$ cat src/ata_rd_pkg.sv
// Shared types, constants and helpers for the ATA PIO LBA28 read sequencer.
package ata_rd_pkg;

   localparam int MAX_CHUNK_SECTORS = 256;
   localparam int WORDS_PER_SECTOR  = 256;
   localparam int SECTOR_BYTES      = 512;
   localparam int SECTOR_SHIFT      = $clog2(SECTOR_BYTES);

   localparam logic [8:0]  MAX_CHUNK  = 9'(MAX_CHUNK_SECTORS);
   localparam logic [8:0]  SECTOR_WDS = 9'(WORDS_PER_SECTOR);
   localparam logic [23:0] MAX_POLL_RESET = 24'd1000000;

   // input commands
   localparam logic [1:0] CMD_START  = 2'd0;
   localparam logic [1:0] CMD_STATUS = 2'd1;
   localparam logic [1:0] CMD_DATA   = 2'd2;

   // result actions
   localparam logic [2:0] ACT_WRITE  = 3'd0;
   localparam logic [2:0] ACT_STATUS = 3'd1;
   localparam logic [2:0] ACT_DELAY  = 3'd2;
   localparam logic [2:0] ACT_DATA   = 3'd3;
   localparam logic [2:0] ACT_WORD   = 3'd4;
   localparam logic [2:0] ACT_DONE   = 3'd5;

   // task file offsets from the channel base
   localparam logic [2:0] OFS_DATA    = 3'd0;
   localparam logic [2:0] OFS_COUNT   = 3'd2;
   localparam logic [2:0] OFS_LBA_LO  = 3'd3;
   localparam logic [2:0] OFS_LBA_MID = 3'd4;
   localparam logic [2:0] OFS_LBA_HI  = 3'd5;
   localparam logic [2:0] OFS_DRIVE   = 3'd6;
   localparam logic [2:0] OFS_CMDSTAT = 3'd7;

   // completion codes
   localparam logic [2:0] CODE_OK      = 3'd0;
   localparam logic [2:0] CODE_TIMEOUT = 3'd1;
   localparam logic [2:0] CODE_ERR     = 3'd2;
   localparam logic [2:0] CODE_FAULT   = 3'd3;
   localparam logic [2:0] CODE_RANGE   = 3'd4;

   // status bits
   localparam logic [7:0] ST_ERR = 8'h01;
   localparam logic [7:0] ST_DRQ = 8'h08;
   localparam logic [7:0] ST_DF  = 8'h20;
   localparam logic [7:0] ST_BSY = 8'h80;

   localparam logic [7:0] DRIVE_LBA         = 8'hE0;
   localparam logic [7:0] CMD_READ_SECTORS  = 8'h20;
   localparam logic [3:0] SEL_LAST          = 4'd10;

   typedef enum logic [3:0] {
      PH_IDLE = 4'b0001,
      PH_BSY  = 4'b0010,
      PH_DRQ  = 4'b0100,
      PH_READ = 4'b1000
   } phase_type;

   typedef enum logic [2:0] {
      K_STATUS = 3'd0,
      K_DONE   = 3'd1,
      K_DATA   = 3'd2,
      K_SELECT = 3'd3,
      K_WORD   = 3'd4
   } job_kind_type;

   typedef struct packed {
      job_kind_type kind;
      job_kind_type tail;
      logic [15:0]  value;
      logic [23:0]  index;
      logic [2:0]   code;
      logic [24:0]  bytes;
      logic [27:0]  lba;
      logic [7:0]   count;
   } job_type;

   typedef struct packed {
      logic [2:0]  action;
      logic [2:0]  reg_offset;
      logic [15:0] out_value;
      logic [23:0] word_index;
      logic [2:0]  status_code;
      logic [24:0] bytes_read;
   } rsp_type;

   function automatic logic [8:0] chunk_of(logic [15:0] rem);
      return (rem > 16'(MAX_CHUNK)) ? MAX_CHUNK : rem[8:0];
   endfunction

endpackage

$ cat src/ata_rd_front.sv
// Front end: takes items, tracks the read state and queues at most one job per item.
module ata_rd_front
   import ata_rd_pkg::*;
(
   input  logic        clock,
   input  logic        reset,
   input  logic        accept,
   input  logic [1:0]  req_cmd,
   input  logic [31:0] req_start_lba,
   input  logic [15:0] req_sector_total,
   input  logic [7:0]  req_status_byte,
   input  logic [15:0] req_data_word,
   input  logic        csr_valid,
   input  logic [23:0] csr_max_poll,
   output logic        push,
   output job_type     job
);

   phase_type   phase_ff, phase_in;
   logic [31:0] lba_ff, lba_in;
   logic [15:0] rem_ff, rem_in;
   logic [15:0] saved_ff, saved_in;
   logic [8:0]  chunk_ff, chunk_in;
   logic [8:0]  wls_ff, wls_in;
   logic [23:0] poll_ff, poll_in;
   logic [23:0] pos_ff, pos_in;
   logic [23:0] max_poll_ff;

   logic         is_start;
   logic [8:0]   adv_c;
   logic [31:0]  bc_lba;
   logic [15:0]  bc_rem;
   logic [15:0]  bc_saved;
   logic         use_bc;
   job_kind_type bc_kind;
   logic [2:0]   bc_code;
   logic [24:0]  bc_bytes;
   logic [8:0]   wls_dec;
   logic [8:0]   chunk_dec;

   assign is_start = (req_cmd == CMD_START);
   assign adv_c    = chunk_of(rem_ff);
   assign bc_lba   = is_start ? req_start_lba : lba_ff + 32'(adv_c);
   assign bc_rem   = is_start ? req_sector_total : rem_ff - 16'(adv_c);
   assign bc_saved = is_start ? req_sector_total : saved_ff;
   assign wls_dec  = wls_ff - 9'd1;
   assign chunk_dec = chunk_ff - 9'd1;

   always_comb begin
      bc_code  = CODE_OK;
      bc_bytes = '0;
      if (bc_rem == 16'd0) begin
         bc_kind  = K_DONE;
         bc_bytes = 25'(bc_saved) << SECTOR_SHIFT;
      end else if (|bc_lba[31:28]) begin
         bc_kind = K_DONE;
         bc_code = CODE_RANGE;
      end else begin
         bc_kind = K_STATUS;
      end
   end

   always_comb begin
      phase_in = phase_ff;
      lba_in   = lba_ff;
      rem_in   = rem_ff;
      saved_in = saved_ff;
      chunk_in = chunk_ff;
      wls_in   = wls_ff;
      poll_in  = poll_ff;
      pos_in   = pos_ff;
      push     = 1'b0;
      use_bc   = 1'b0;
      job      = '0;
      if (accept) begin
         case (req_cmd)
            CMD_START: begin
               saved_in = req_sector_total;
               pos_in   = '0;
               wls_in   = '0;
               use_bc   = 1'b1;
            end
            CMD_STATUS: begin
               unique case (phase_ff)
                  PH_BSY: begin
                     push = 1'b1;
                     if ((req_status_byte & ST_BSY) != 8'h00) begin
                        if (poll_ff >= max_poll_ff) begin
                           job.kind = K_DONE;
                           job.code = CODE_TIMEOUT;
                           phase_in = PH_IDLE;
                        end else begin
                           job.kind = K_STATUS;
                           poll_in  = poll_ff + 24'd1;
                        end
                     end else begin
                        job.kind  = K_SELECT;
                        job.lba   = lba_ff[27:0];
                        job.count = chunk_ff[7:0];
                        poll_in   = '0;
                        phase_in  = PH_DRQ;
                     end
                  end
                  PH_DRQ: begin
                     push = 1'b1;
                     if ((req_status_byte & ST_ERR) != 8'h00) begin
                        job.kind = K_DONE;
                        job.code = CODE_ERR;
                        phase_in = PH_IDLE;
                     end else if ((req_status_byte & ST_DF) != 8'h00) begin
                        job.kind = K_DONE;
                        job.code = CODE_FAULT;
                        phase_in = PH_IDLE;
                     end else if ((req_status_byte & ST_DRQ) != 8'h00 &&
                                  (req_status_byte & ST_BSY) == 8'h00) begin
                        job.kind = K_DATA;
                        wls_in   = SECTOR_WDS;
                        phase_in = PH_READ;
                     end else if (poll_ff >= max_poll_ff) begin
                        job.kind = K_DONE;
                        job.code = CODE_TIMEOUT;
                        phase_in = PH_IDLE;
                     end else begin
                        job.kind = K_STATUS;
                        poll_in  = poll_ff + 24'd1;
                     end
                  end
                  default: ;
               endcase
            end
            CMD_DATA: begin
               if (phase_ff == PH_READ) begin
                  push      = 1'b1;
                  job.kind  = K_WORD;
                  job.value = req_data_word;
                  job.index = pos_ff;
                  pos_in    = pos_ff + 24'd1;
                  wls_in    = wls_dec;
                  if (wls_dec != 9'd0) begin
                     job.tail = K_DATA;
                  end else begin
                     chunk_in = chunk_dec;
                     if (chunk_dec != 9'd0) begin
                        job.tail = K_STATUS;
                        poll_in  = '0;
                        phase_in = PH_DRQ;
                     end else begin
                        use_bc = 1'b1;
                     end
                  end
               end
            end
            default: ;
         endcase
         if (use_bc) begin
            push      = 1'b1;
            lba_in    = bc_lba;
            rem_in    = bc_rem;
            job.code  = bc_code;
            job.bytes = bc_bytes;
            if (is_start) begin
               job.kind = bc_kind;
            end else begin
               job.tail = bc_kind;
            end
            if (bc_kind == K_STATUS) begin
               chunk_in = chunk_of(bc_rem);
               poll_in  = '0;
               phase_in = PH_BSY;
            end else begin
               phase_in = PH_IDLE;
            end
         end
      end
   end

   always_ff @(posedge clock) begin
      if (reset) begin
         phase_ff    <= PH_IDLE;
         lba_ff      <= '0;
         rem_ff      <= '0;
         saved_ff    <= '0;
         chunk_ff    <= '0;
         wls_ff      <= '0;
         poll_ff     <= '0;
         pos_ff      <= '0;
         max_poll_ff <= MAX_POLL_RESET;
      end else begin
         phase_ff <= phase_in;
         lba_ff   <= lba_in;
         rem_ff   <= rem_in;
         saved_ff <= saved_in;
         chunk_ff <= chunk_in;
         wls_ff   <= wls_in;
         poll_ff  <= poll_in;
         pos_ff   <= pos_in;
         if (csr_valid) begin
            max_poll_ff <= csr_max_poll;
         end
      end
   end

   a_data_ignored: assert property (@(posedge clock) disable iff (reset)
      (accept && req_cmd == CMD_DATA && phase_ff != PH_READ) |-> !push)
      else $error("data item outside a sector read produced a job");

   a_words_left: assert property (@(posedge clock) disable iff (reset)
      (phase_ff == PH_READ) |-> (wls_ff != 9'd0))
      else $error("sector read with no words left");

   a_chunk_live: assert property (@(posedge clock) disable iff (reset)
      (phase_ff != PH_IDLE) |-> (chunk_ff != 9'd0 && chunk_ff <= MAX_CHUNK))
      else $error("active command with bad sector count");

endmodule

$ cat src/ata_rd_queue.sv
// Job queue between the front end and the result sequencer.
module ata_rd_queue
   import ata_rd_pkg::*;
#(
   parameter int DEPTH = 4
) (
   input  logic    clock,
   input  logic    reset,
   input  logic    push,
   input  job_type push_job,
   output logic    in_ready,
   input  logic    pop,
   output logic    head_valid,
   output job_type head_job
);

   localparam int PTR_W = (DEPTH > 1) ? $clog2(DEPTH) : 1;
   localparam int CNT_W = $clog2(DEPTH + 1);

   job_type            mem_ff [DEPTH];
   logic [PTR_W-1:0]   wr_ptr_ff, wr_ptr_in;
   logic [PTR_W-1:0]   rd_ptr_ff, rd_ptr_in;
   logic [CNT_W-1:0]   count_ff, count_in;
   logic               do_push;
   logic               do_pop;

   assign in_ready   = (count_ff != CNT_W'(DEPTH));
   assign head_valid = (count_ff != '0);
   assign head_job   = mem_ff[rd_ptr_ff];
   assign do_push    = push && in_ready;
   assign do_pop     = pop && head_valid;

   always_comb begin
      wr_ptr_in = wr_ptr_ff;
      rd_ptr_in = rd_ptr_ff;
      count_in  = count_ff;
      if (do_push) begin
         wr_ptr_in = (wr_ptr_ff == PTR_W'(DEPTH - 1)) ? '0 : wr_ptr_ff + 1'b1;
      end
      if (do_pop) begin
         rd_ptr_in = (rd_ptr_ff == PTR_W'(DEPTH - 1)) ? '0 : rd_ptr_ff + 1'b1;
      end
      if (do_push && !do_pop) begin
         count_in = count_ff + 1'b1;
      end else if (do_pop && !do_push) begin
         count_in = count_ff - 1'b1;
      end
   end

   always_ff @(posedge clock) begin
      if (reset) begin
         wr_ptr_ff <= '0;
         rd_ptr_ff <= '0;
         count_ff  <= '0;
      end else begin
         wr_ptr_ff <= wr_ptr_in;
         rd_ptr_ff <= rd_ptr_in;
         count_ff  <= count_in;
      end
   end

   always_ff @(posedge clock) begin
      if (do_push) begin
         mem_ff[wr_ptr_ff] <= push_job;
      end
   end

   a_no_overflow: assert property (@(posedge clock) disable iff (reset)
      push |-> in_ready)
      else $error("job pushed into a full queue");

   a_count_range: assert property (@(posedge clock) disable iff (reset)
      count_ff <= CNT_W'(DEPTH))
      else $error("queue count out of range");

   a_ptr_sync: assert property (@(posedge clock) disable iff (reset)
      (count_ff == '0) |-> (wr_ptr_ff == rd_ptr_ff))
      else $error("empty queue with unequal pointers");

endmodule

$ cat src/ata_rd_back.sv
// Back end: expands each queued job into its sequence of result items.
module ata_rd_back
   import ata_rd_pkg::*;
(
   input  logic    clock,
   input  logic    reset,
   input  logic    job_valid,
   input  job_type job,
   output logic    pop,
   output logic    rsp_valid,
   input  logic    rsp_ready,
   output rsp_type rsp,
   output logic    rsp_last
);

   logic [3:0] step_ff, step_in;
   logic       valid_ff, valid_in;
   rsp_type    rsp_ff, rsp_in;
   logic       last_ff, last_in;
   logic       load;
   logic       final_step;
   rsp_type    res;

   function automatic rsp_type single_rsp(job_kind_type k, job_type j);
      rsp_type r;
      r = '0;
      case (k)
         K_STATUS: begin
            r.action     = ACT_STATUS;
            r.reg_offset = OFS_CMDSTAT;
         end
         K_DATA: begin
            r.action     = ACT_DATA;
            r.reg_offset = OFS_DATA;
         end
         K_DONE: begin
            r.action      = ACT_DONE;
            r.status_code = j.code;
            r.bytes_read  = j.bytes;
         end
         default: ;
      endcase
      return r;
   endfunction

   assign load = job_valid && (!valid_ff || rsp_ready);

   always_comb begin
      res        = '0;
      final_step = 1'b1;
      unique case (job.kind)
         K_SELECT: begin
            final_step = (step_ff == SEL_LAST);
            case (step_ff)
               4'd0: begin
                  res.action     = ACT_WRITE;
                  res.reg_offset = OFS_DRIVE;
                  res.out_value  = {8'h00, DRIVE_LBA | {4'h0, job.lba[27:24]}};
               end
               4'd1, 4'd2, 4'd3, 4'd4: begin
                  res.action     = ACT_DELAY;
                  res.reg_offset = OFS_CMDSTAT;
               end
               4'd5: begin
                  res.action     = ACT_WRITE;
                  res.reg_offset = OFS_COUNT;
                  res.out_value  = {8'h00, job.count};
               end
               4'd6: begin
                  res.action     = ACT_WRITE;
                  res.reg_offset = OFS_LBA_LO;
                  res.out_value  = {8'h00, job.lba[7:0]};
               end
               4'd7: begin
                  res.action     = ACT_WRITE;
                  res.reg_offset = OFS_LBA_MID;
                  res.out_value  = {8'h00, job.lba[15:8]};
               end
               4'd8: begin
                  res.action     = ACT_WRITE;
                  res.reg_offset = OFS_LBA_HI;
                  res.out_value  = {8'h00, job.lba[23:16]};
               end
               4'd9: begin
                  res.action     = ACT_WRITE;
                  res.reg_offset = OFS_CMDSTAT;
                  res.out_value  = {8'h00, CMD_READ_SECTORS};
               end
               default: begin
                  res.action     = ACT_STATUS;
                  res.reg_offset = OFS_CMDSTAT;
               end
            endcase
         end
         K_WORD: begin
            final_step = (step_ff == 4'd1);
            if (step_ff == 4'd0) begin
               res.action     = ACT_WORD;
               res.out_value  = job.value;
               res.word_index = job.index;
            end else begin
               res = single_rsp(job.tail, job);
            end
         end
         default: res = single_rsp(job.kind, job);
      endcase
   end

   always_comb begin
      step_in  = step_ff;
      valid_in = valid_ff;
      rsp_in   = rsp_ff;
      last_in  = last_ff;
      pop      = 1'b0;
      if (load) begin
         valid_in = 1'b1;
         rsp_in   = res;
         last_in  = final_step;
         if (final_step) begin
            step_in = '0;
            pop     = 1'b1;
         end else begin
            step_in = step_ff + 4'd1;
         end
      end else if (rsp_ready) begin
         valid_in = 1'b0;
      end
   end

   always_ff @(posedge clock) begin
      if (reset) begin
         step_ff  <= '0;
         valid_ff <= 1'b0;
      end else begin
         step_ff  <= step_in;
         valid_ff <= valid_in;
      end
   end

   always_ff @(posedge clock) begin
      rsp_ff  <= rsp_in;
      last_ff <= last_in;
   end

   assign rsp_valid = valid_ff;
   assign rsp       = rsp_ff;
   assign rsp_last  = last_ff;

   a_step_range: assert property (@(posedge clock) disable iff (reset)
      step_ff <= SEL_LAST)
      else $error("sequence step out of range");

   a_job_held: assert property (@(posedge clock) disable iff (reset)
      (step_ff != 4'd0) |-> job_valid)
      else $error("job left the queue mid-sequence");

   a_step_advance: assert property (@(posedge clock) disable iff (reset)
      (load && !final_step) |=> (step_ff != 4'd0))
      else $error("sequence step did not advance");

endmodule

$ cat src/ata_pio_lba28_read_sequencer.sv
// Top level of the ATA PIO LBA28 read sequencer.
// A start item (cmd 0) begins a read of sector_total sectors at start_lba,
// split into commands of up to 256 sectors; the block answers with bus
// actions (status reads, task file writes, delay reads, data reads), buffer
// words and a final done item carrying a completion code and byte count.
// Status and data replies (cmd 1, 2) drive the sequence on. The front end
// takes one item per cycle whenever the job queue (QUEUE_DEPTH entries) has
// room; each item updates the read state in that cycle and queues at most one
// job. The back end sends one result item per cycle unless rsp_ready stalls
// it; an item yields one result for most replies, two for a data word
// (buffer word plus the next bus action) and eleven for the status reply that
// releases a command's task file writes. Each result's last flag marks the
// end of the results for one input item. Configuration writes are always
// accepted and take effect in the next cycle.
module ata_pio_lba28_read_sequencer
   import ata_rd_pkg::*;
#(
   parameter int QUEUE_DEPTH = 4
) (
   input  logic        clock,
   input  logic        reset,
   input  logic        req_valid,
   output logic        req_ready,
   input  logic [1:0]  req_cmd,
   input  logic [31:0] req_start_lba,
   input  logic [15:0] req_sector_total,
   input  logic [7:0]  req_status_byte,
   input  logic [15:0] req_data_word,
   output logic        rsp_valid,
   input  logic        rsp_ready,
   output logic [2:0]  rsp_action,
   output logic [2:0]  rsp_reg_offset,
   output logic [15:0] rsp_out_value,
   output logic [23:0] rsp_word_index,
   output logic [2:0]  rsp_status_code,
   output logic [24:0] rsp_bytes_read,
   output logic        rsp_last,
   input  logic        csr_valid,
   output logic        csr_ready,
   input  logic [23:0] csr_max_poll
);

   logic    accept;
   logic    push;
   job_type push_job;
   logic    pop;
   logic    head_valid;
   job_type head_job;
   rsp_type rsp;

   assign accept    = req_valid && req_ready;
   assign csr_ready = 1'b1;

   ata_rd_front u_front (
      .clock            (clock),
      .reset            (reset),
      .accept           (accept),
      .req_cmd          (req_cmd),
      .req_start_lba    (req_start_lba),
      .req_sector_total (req_sector_total),
      .req_status_byte  (req_status_byte),
      .req_data_word    (req_data_word),
      .csr_valid        (csr_valid),
      .csr_max_poll     (csr_max_poll),
      .push             (push),
      .job              (push_job)
   );

   ata_rd_queue #(
      .DEPTH (QUEUE_DEPTH)
   ) u_queue (
      .clock      (clock),
      .reset      (reset),
      .push       (push),
      .push_job   (push_job),
      .in_ready   (req_ready),
      .pop        (pop),
      .head_valid (head_valid),
      .head_job   (head_job)
   );

   ata_rd_back u_back (
      .clock     (clock),
      .reset     (reset),
      .job_valid (head_valid),
      .job       (head_job),
      .pop       (pop),
      .rsp_valid (rsp_valid),
      .rsp_ready (rsp_ready),
      .rsp       (rsp),
      .rsp_last  (rsp_last)
   );

   assign rsp_action      = rsp.action;
   assign rsp_reg_offset  = rsp.reg_offset;
   assign rsp_out_value   = rsp.out_value;
   assign rsp_word_index  = rsp.word_index;
   assign rsp_status_code = rsp.status_code;
   assign rsp_bytes_read  = rsp.bytes_read;

endmodule
$ cat config.mk
export PLATFORM = sky130hd
export DESIGN_NAME = ata_pio_lba28_read_sequencer
export DESIGN_NICKNAME = d
export VERILOG_FILES = /design/src/ata_rd_pkg.sv /design/src/ata_rd_front.sv /design/src/ata_rd_queue.sv /design/src/ata_rd_back.sv /design/src/ata_pio_lba28_read_sequencer.sv
export SDC_FILE = /design/constraint.sdc
export NUM_CORES = 1
export LEC_CHECK = 0
export BUFFER_PORTS_ARGS = -buffer_cell sky130_fd_sc_hd__clkbuf_2
export CAP_MARGIN = 20
export CORE_ASPECT_RATIO = 0.7
export CORE_MARGIN = 1
export CORE_UTILIZATION = 61
export DETAILED_ROUTE_END_ITERATION = 6
export PLACE_DENSITY = 0.8
export SLEW_MARGIN = 30
export SYNTH_ARGS = -nofsm -noshare
export SYNTH_HDL_FRONTEND = slang
export SYNTH_HIERARCHICAL = 1
export SYNTH_SLANG_ARGS = --single-unit
$ cat constraint.sdc
create_clock -name clock -period 6.5 [get_ports clock]
set_input_delay 0.975 -clock clock [delete_from_list [all_inputs] [get_ports clock]]
set_output_delay 0.975 -clock clock [all_outputs]
set_load 0.03 [all_outputs]
==> metrics.md <==
| Metric | Value |
|---|---|
| Setup Skew | `0.0256 ns` |
| Most common cell in the netlist | `edfxtp_1` |
| Setup_tns | `0 ns` |
| Power Density | `316 mW/mm^2` |
| Status | `complete, no violations` |
| GRT Resource Usage Total | `29.2%` |
| Max incr delay on CP | `0.92 ns` |
| Nets | `2651` |
| Worst min path class | `flip-flop to flip-flop` |
| RSZ-0062 raised after global routing | `no` |
| DR pass1 iterations | `6` |
| Largest net degree at the start of global routing | `71` |
| FFs w/ async S/R, synth | `0%` |
| Clock Latency Late Sink | `0.64 ns` |
| Worst endpoint required time | `7.03 ns` |
| Post-DRT Antenna Nets | `0` |
| CTS tree | `built` |
| Final setup vio count | `0` |
| Slowest CP cell | `a311oi_4` |
| CTS buffer count | `60` |
| DRT iter0 DRCs | `2505` |
| # hold bufs at CTS | `0` |
| Design area | `0.0341 mm^2` |
| Post-placement cell count | `3092` |
| ANT cells | `0` |
| CP Launch Type | `flip-flop` |
| EDFF count, synth | `515` |
| Sequential share of the synthesized area | `61.6%` |
| Post-DP Area | `0.0321 mm^2` |
| Fraction of layout cells with a size suffix above 1 | `18.1%` |
| Final HPWL DP | `47800 um` |
| Element type at the critical path end | `flip-flop` |
| Die footprint | `0.0512 mm^2` |
| Yosys cell types | `100` |
| Met3 Wirelength | `6400 um` |
| Syn Area/Cell | `13.0 um^2` |
| Postcts setup bufs | `0` |
| Core box area | `0.0494 mm^2` |
| Max-cap viol count | `0` |
| Post-route minimum period | `5.58 ns` |
| Initial antenna violation count | `2` |
| Uppermost layer routed | `met4` |
| First-pass GRT wire length | `115000 um` |
| # IOs | `181` |
| Routability cong. | `0.933` |
| Normalized max-slew margin | `34.1%` |
| DR WL/cell | `23.3 um` |
| Cell area after synthesis | `0.0307 mm^2` |
| Synth Register Bits | `687` |
| Critical Path AT | `6.11 ns` |
| FILL cells | `3367` |
| Vias/cell | `6.47` |
| Die span in x | `270 um` |
| Critical-path cell list | `or4_1 > nor2_2 > and3_1 > ha_1 > a211oi_1 > o22ai_1 > a31o_2 > a311oi_1 > o31ai_1 > a311oi_4 > a21boi_0 > a221o_1 > a22o_1` |
| Non-filler cells in the finished layout | `3208` |
| Wire length on met1 | `31400 um` |
| Synth cell count leaders | `515 x edfxtp_1, 173 x nand2_1, 172 x dfxtp_1` |
| Routed WL | `74800 um` |
| Syn. warnings | `6` |
| # DRC | `0` |
| Reg clk slew, reported paths | `0.06 ns` |
| Count of pins over their slew limit | `0` |
| F_max | `179 MHz` |
| Die H | `190 um` |
| WL met2 | `35200 um` |
| CTS root buf | `clkbuf_16` |
| Post-synth top area cell | `edfxtp_1` |
| Final hold vios | `0` |
| Rows | `68` |
| Vias in the first global route | `20086` |
| Leak | `11.6 nW` |
| Total gr overflow | `0` |
| Setup CP Type | `flip-flop to flip-flop` |
| Post_cts resized | `0` |
| Yosys top cell area share | `50.4%` |
| Clk sinks | `687` |
| Largest cells by area after synthesis | `edfxtp_1 50%, dfxtp_1 11%, mux4_2 8.1%, ha_1 2.2%, a21oi_1 2.2%` |
| CP Max Fanout | `13` |
| Post-Synthesis Cells | `2352` |
| Area delta synth->final | `11.2%` |
| Clock Tree Buf Depth | `3` |
| Vias | `20752` |
| Tcrit/Tclk final | `85.8%` |
| IO Port Bufs | `175` |
| Initial Util | `62.1%` |
| H-tree Lvls | `2` |
| VDD IR-drop max | `278 uV` |
| Synth Flop Type | `edfxtp_1` |
| Worst Max-Slew Pin Slew | `0.989 ns` |
through the flow:
stage / setup WS [ns] / power [mW] / hold WS [ns] / util, %
after floorplan: 1.65 / 6.66 / 0.436 / -
after global placement: 1.14 / 7.15 / 0.442 / 64.9
after detailed placement: 1.15 / 7.20 / 0.448 / 64.9
after CTS: 1.11 / 10.8 / 0.457 / 68.9
after global routing: 0.752 / 11.2 / 0.475 / 69.0
final: 0.924 / 10.8 / 0.459 / 69.0
report_power, final:
group / total [mW] / switching (mW) / internal [mW]
sequential: 5.18 / 0.147 / 5.04
clock: 3.64 / 1.64 / 2.00
combinational: 1.97 / 1.31 / 0.653
kinds of logic (layout without fill, tap and decap cells):
kind of cell / count (synthesis) / count (layout) / synth area share, %
AOI/OAI and AO/OA: 440 / 440 / 9.35
xor gates and xnor gates: 38 / 38 / 1.08
adders and majority gates: 57 / 57 / 2.37
buffers and inverters: 205 / 386 / 3.01
DFF: 687 / 687 / 61.6
muxes: 146 / 146 / 9.25
other: 2 / 12 / 0.0245
and+or+nand+nor: 777 / 777 / 13.3
layout by cell type, fill, tap and decap left out, drive strengths merged, types with 9 or more instances in the layout:
master	instances
nor3b	11
and2	102
nand3	51
nand4	30
clkbuf	244
a211oi	24
nor3	54
a21oi	140
clkinv	28
xor2	25
nand2b	18
and3	77
ha	55
a22oi	21
a31oi	24
or3	15
nor4	18
buf	35
edfxtp	515
mux4	110
inv	64
o21ai	97
o211ai	13
a21o	10
nand3b	9
o22ai	15
nand2	175
a22o	9
mux2i	36
conb	12
o31ai	10
dfxtp	172
xnor2	13
nor2	172
metal layers:
metal / up-vias / track usage [%]
met1: 10318 / 41.8
met4: 0 / 9.09
met3: 113 / 4.19
li1: 9236 / -
met5: - / 0
met2: 1085 / 46.8
worst max-delay path: cells and delay by family (launching register included):
| family | cells | cell delay (ns) |
|---|---|---|
| adder cells (fa/ha/maj) | 1 | 0.29 |
| AO/OA/AOI/OAI | 9 | 3.41 |
| flip-flops | 1 | 0.36 |
| AND/OR/NAND/NOR | 3 | 1.38 |
final cells by class:
type                    instances  area, um^2  area share [%]
inverters                      63         238           0.697
repair buffers                209        1220            3.57
well taps                     665         832            2.44
clock buffers                  70        1550            4.54
clock inverters                44         438            1.28
flip-flops and latches        687       18900            55.5
multi-input cells            1470       10900            32.0
flip-flops by register name (all words and copies together) (netlist names), named ones only:
name	count
u_queue/mem_ff	440
u_back/rsp	74
u_front/lba_ff	32
u_front/max_poll_ff	24
u_front/poll_ff	24
u_front/pos_ff	24
u_front/rem_ff	16
u_front/saved_ff	16
u_front/chunk_ff	9
u_front/wls_ff	9
u_back/step_ff	4
u_front/phase_ff	4
u_queue/count_ff	3
u_queue/rd_ptr_ff	2
u_queue/wr_ptr_ff	2
u_back/rsp_last	1
u_back/rsp_valid	1
final timing paths:
check / start / endpoint / slack, ns / depth (start not counted)
max: u_front/rem_ff[12] / u_front/poll_ff[7] / 0.92 / 13
min: u_front/saved_ff[11] / u_front/saved_ff[11] / 0.46 / 2
max reg2reg: u_front/rem_ff[12] / u_front/poll_ff[7] / 0.92 / 13
min reg2reg: u_front/saved_ff[11] / u_front/saved_ff[11] / 0.46 / 2
No activity file was read; power rests on OpenSTA's default activity.
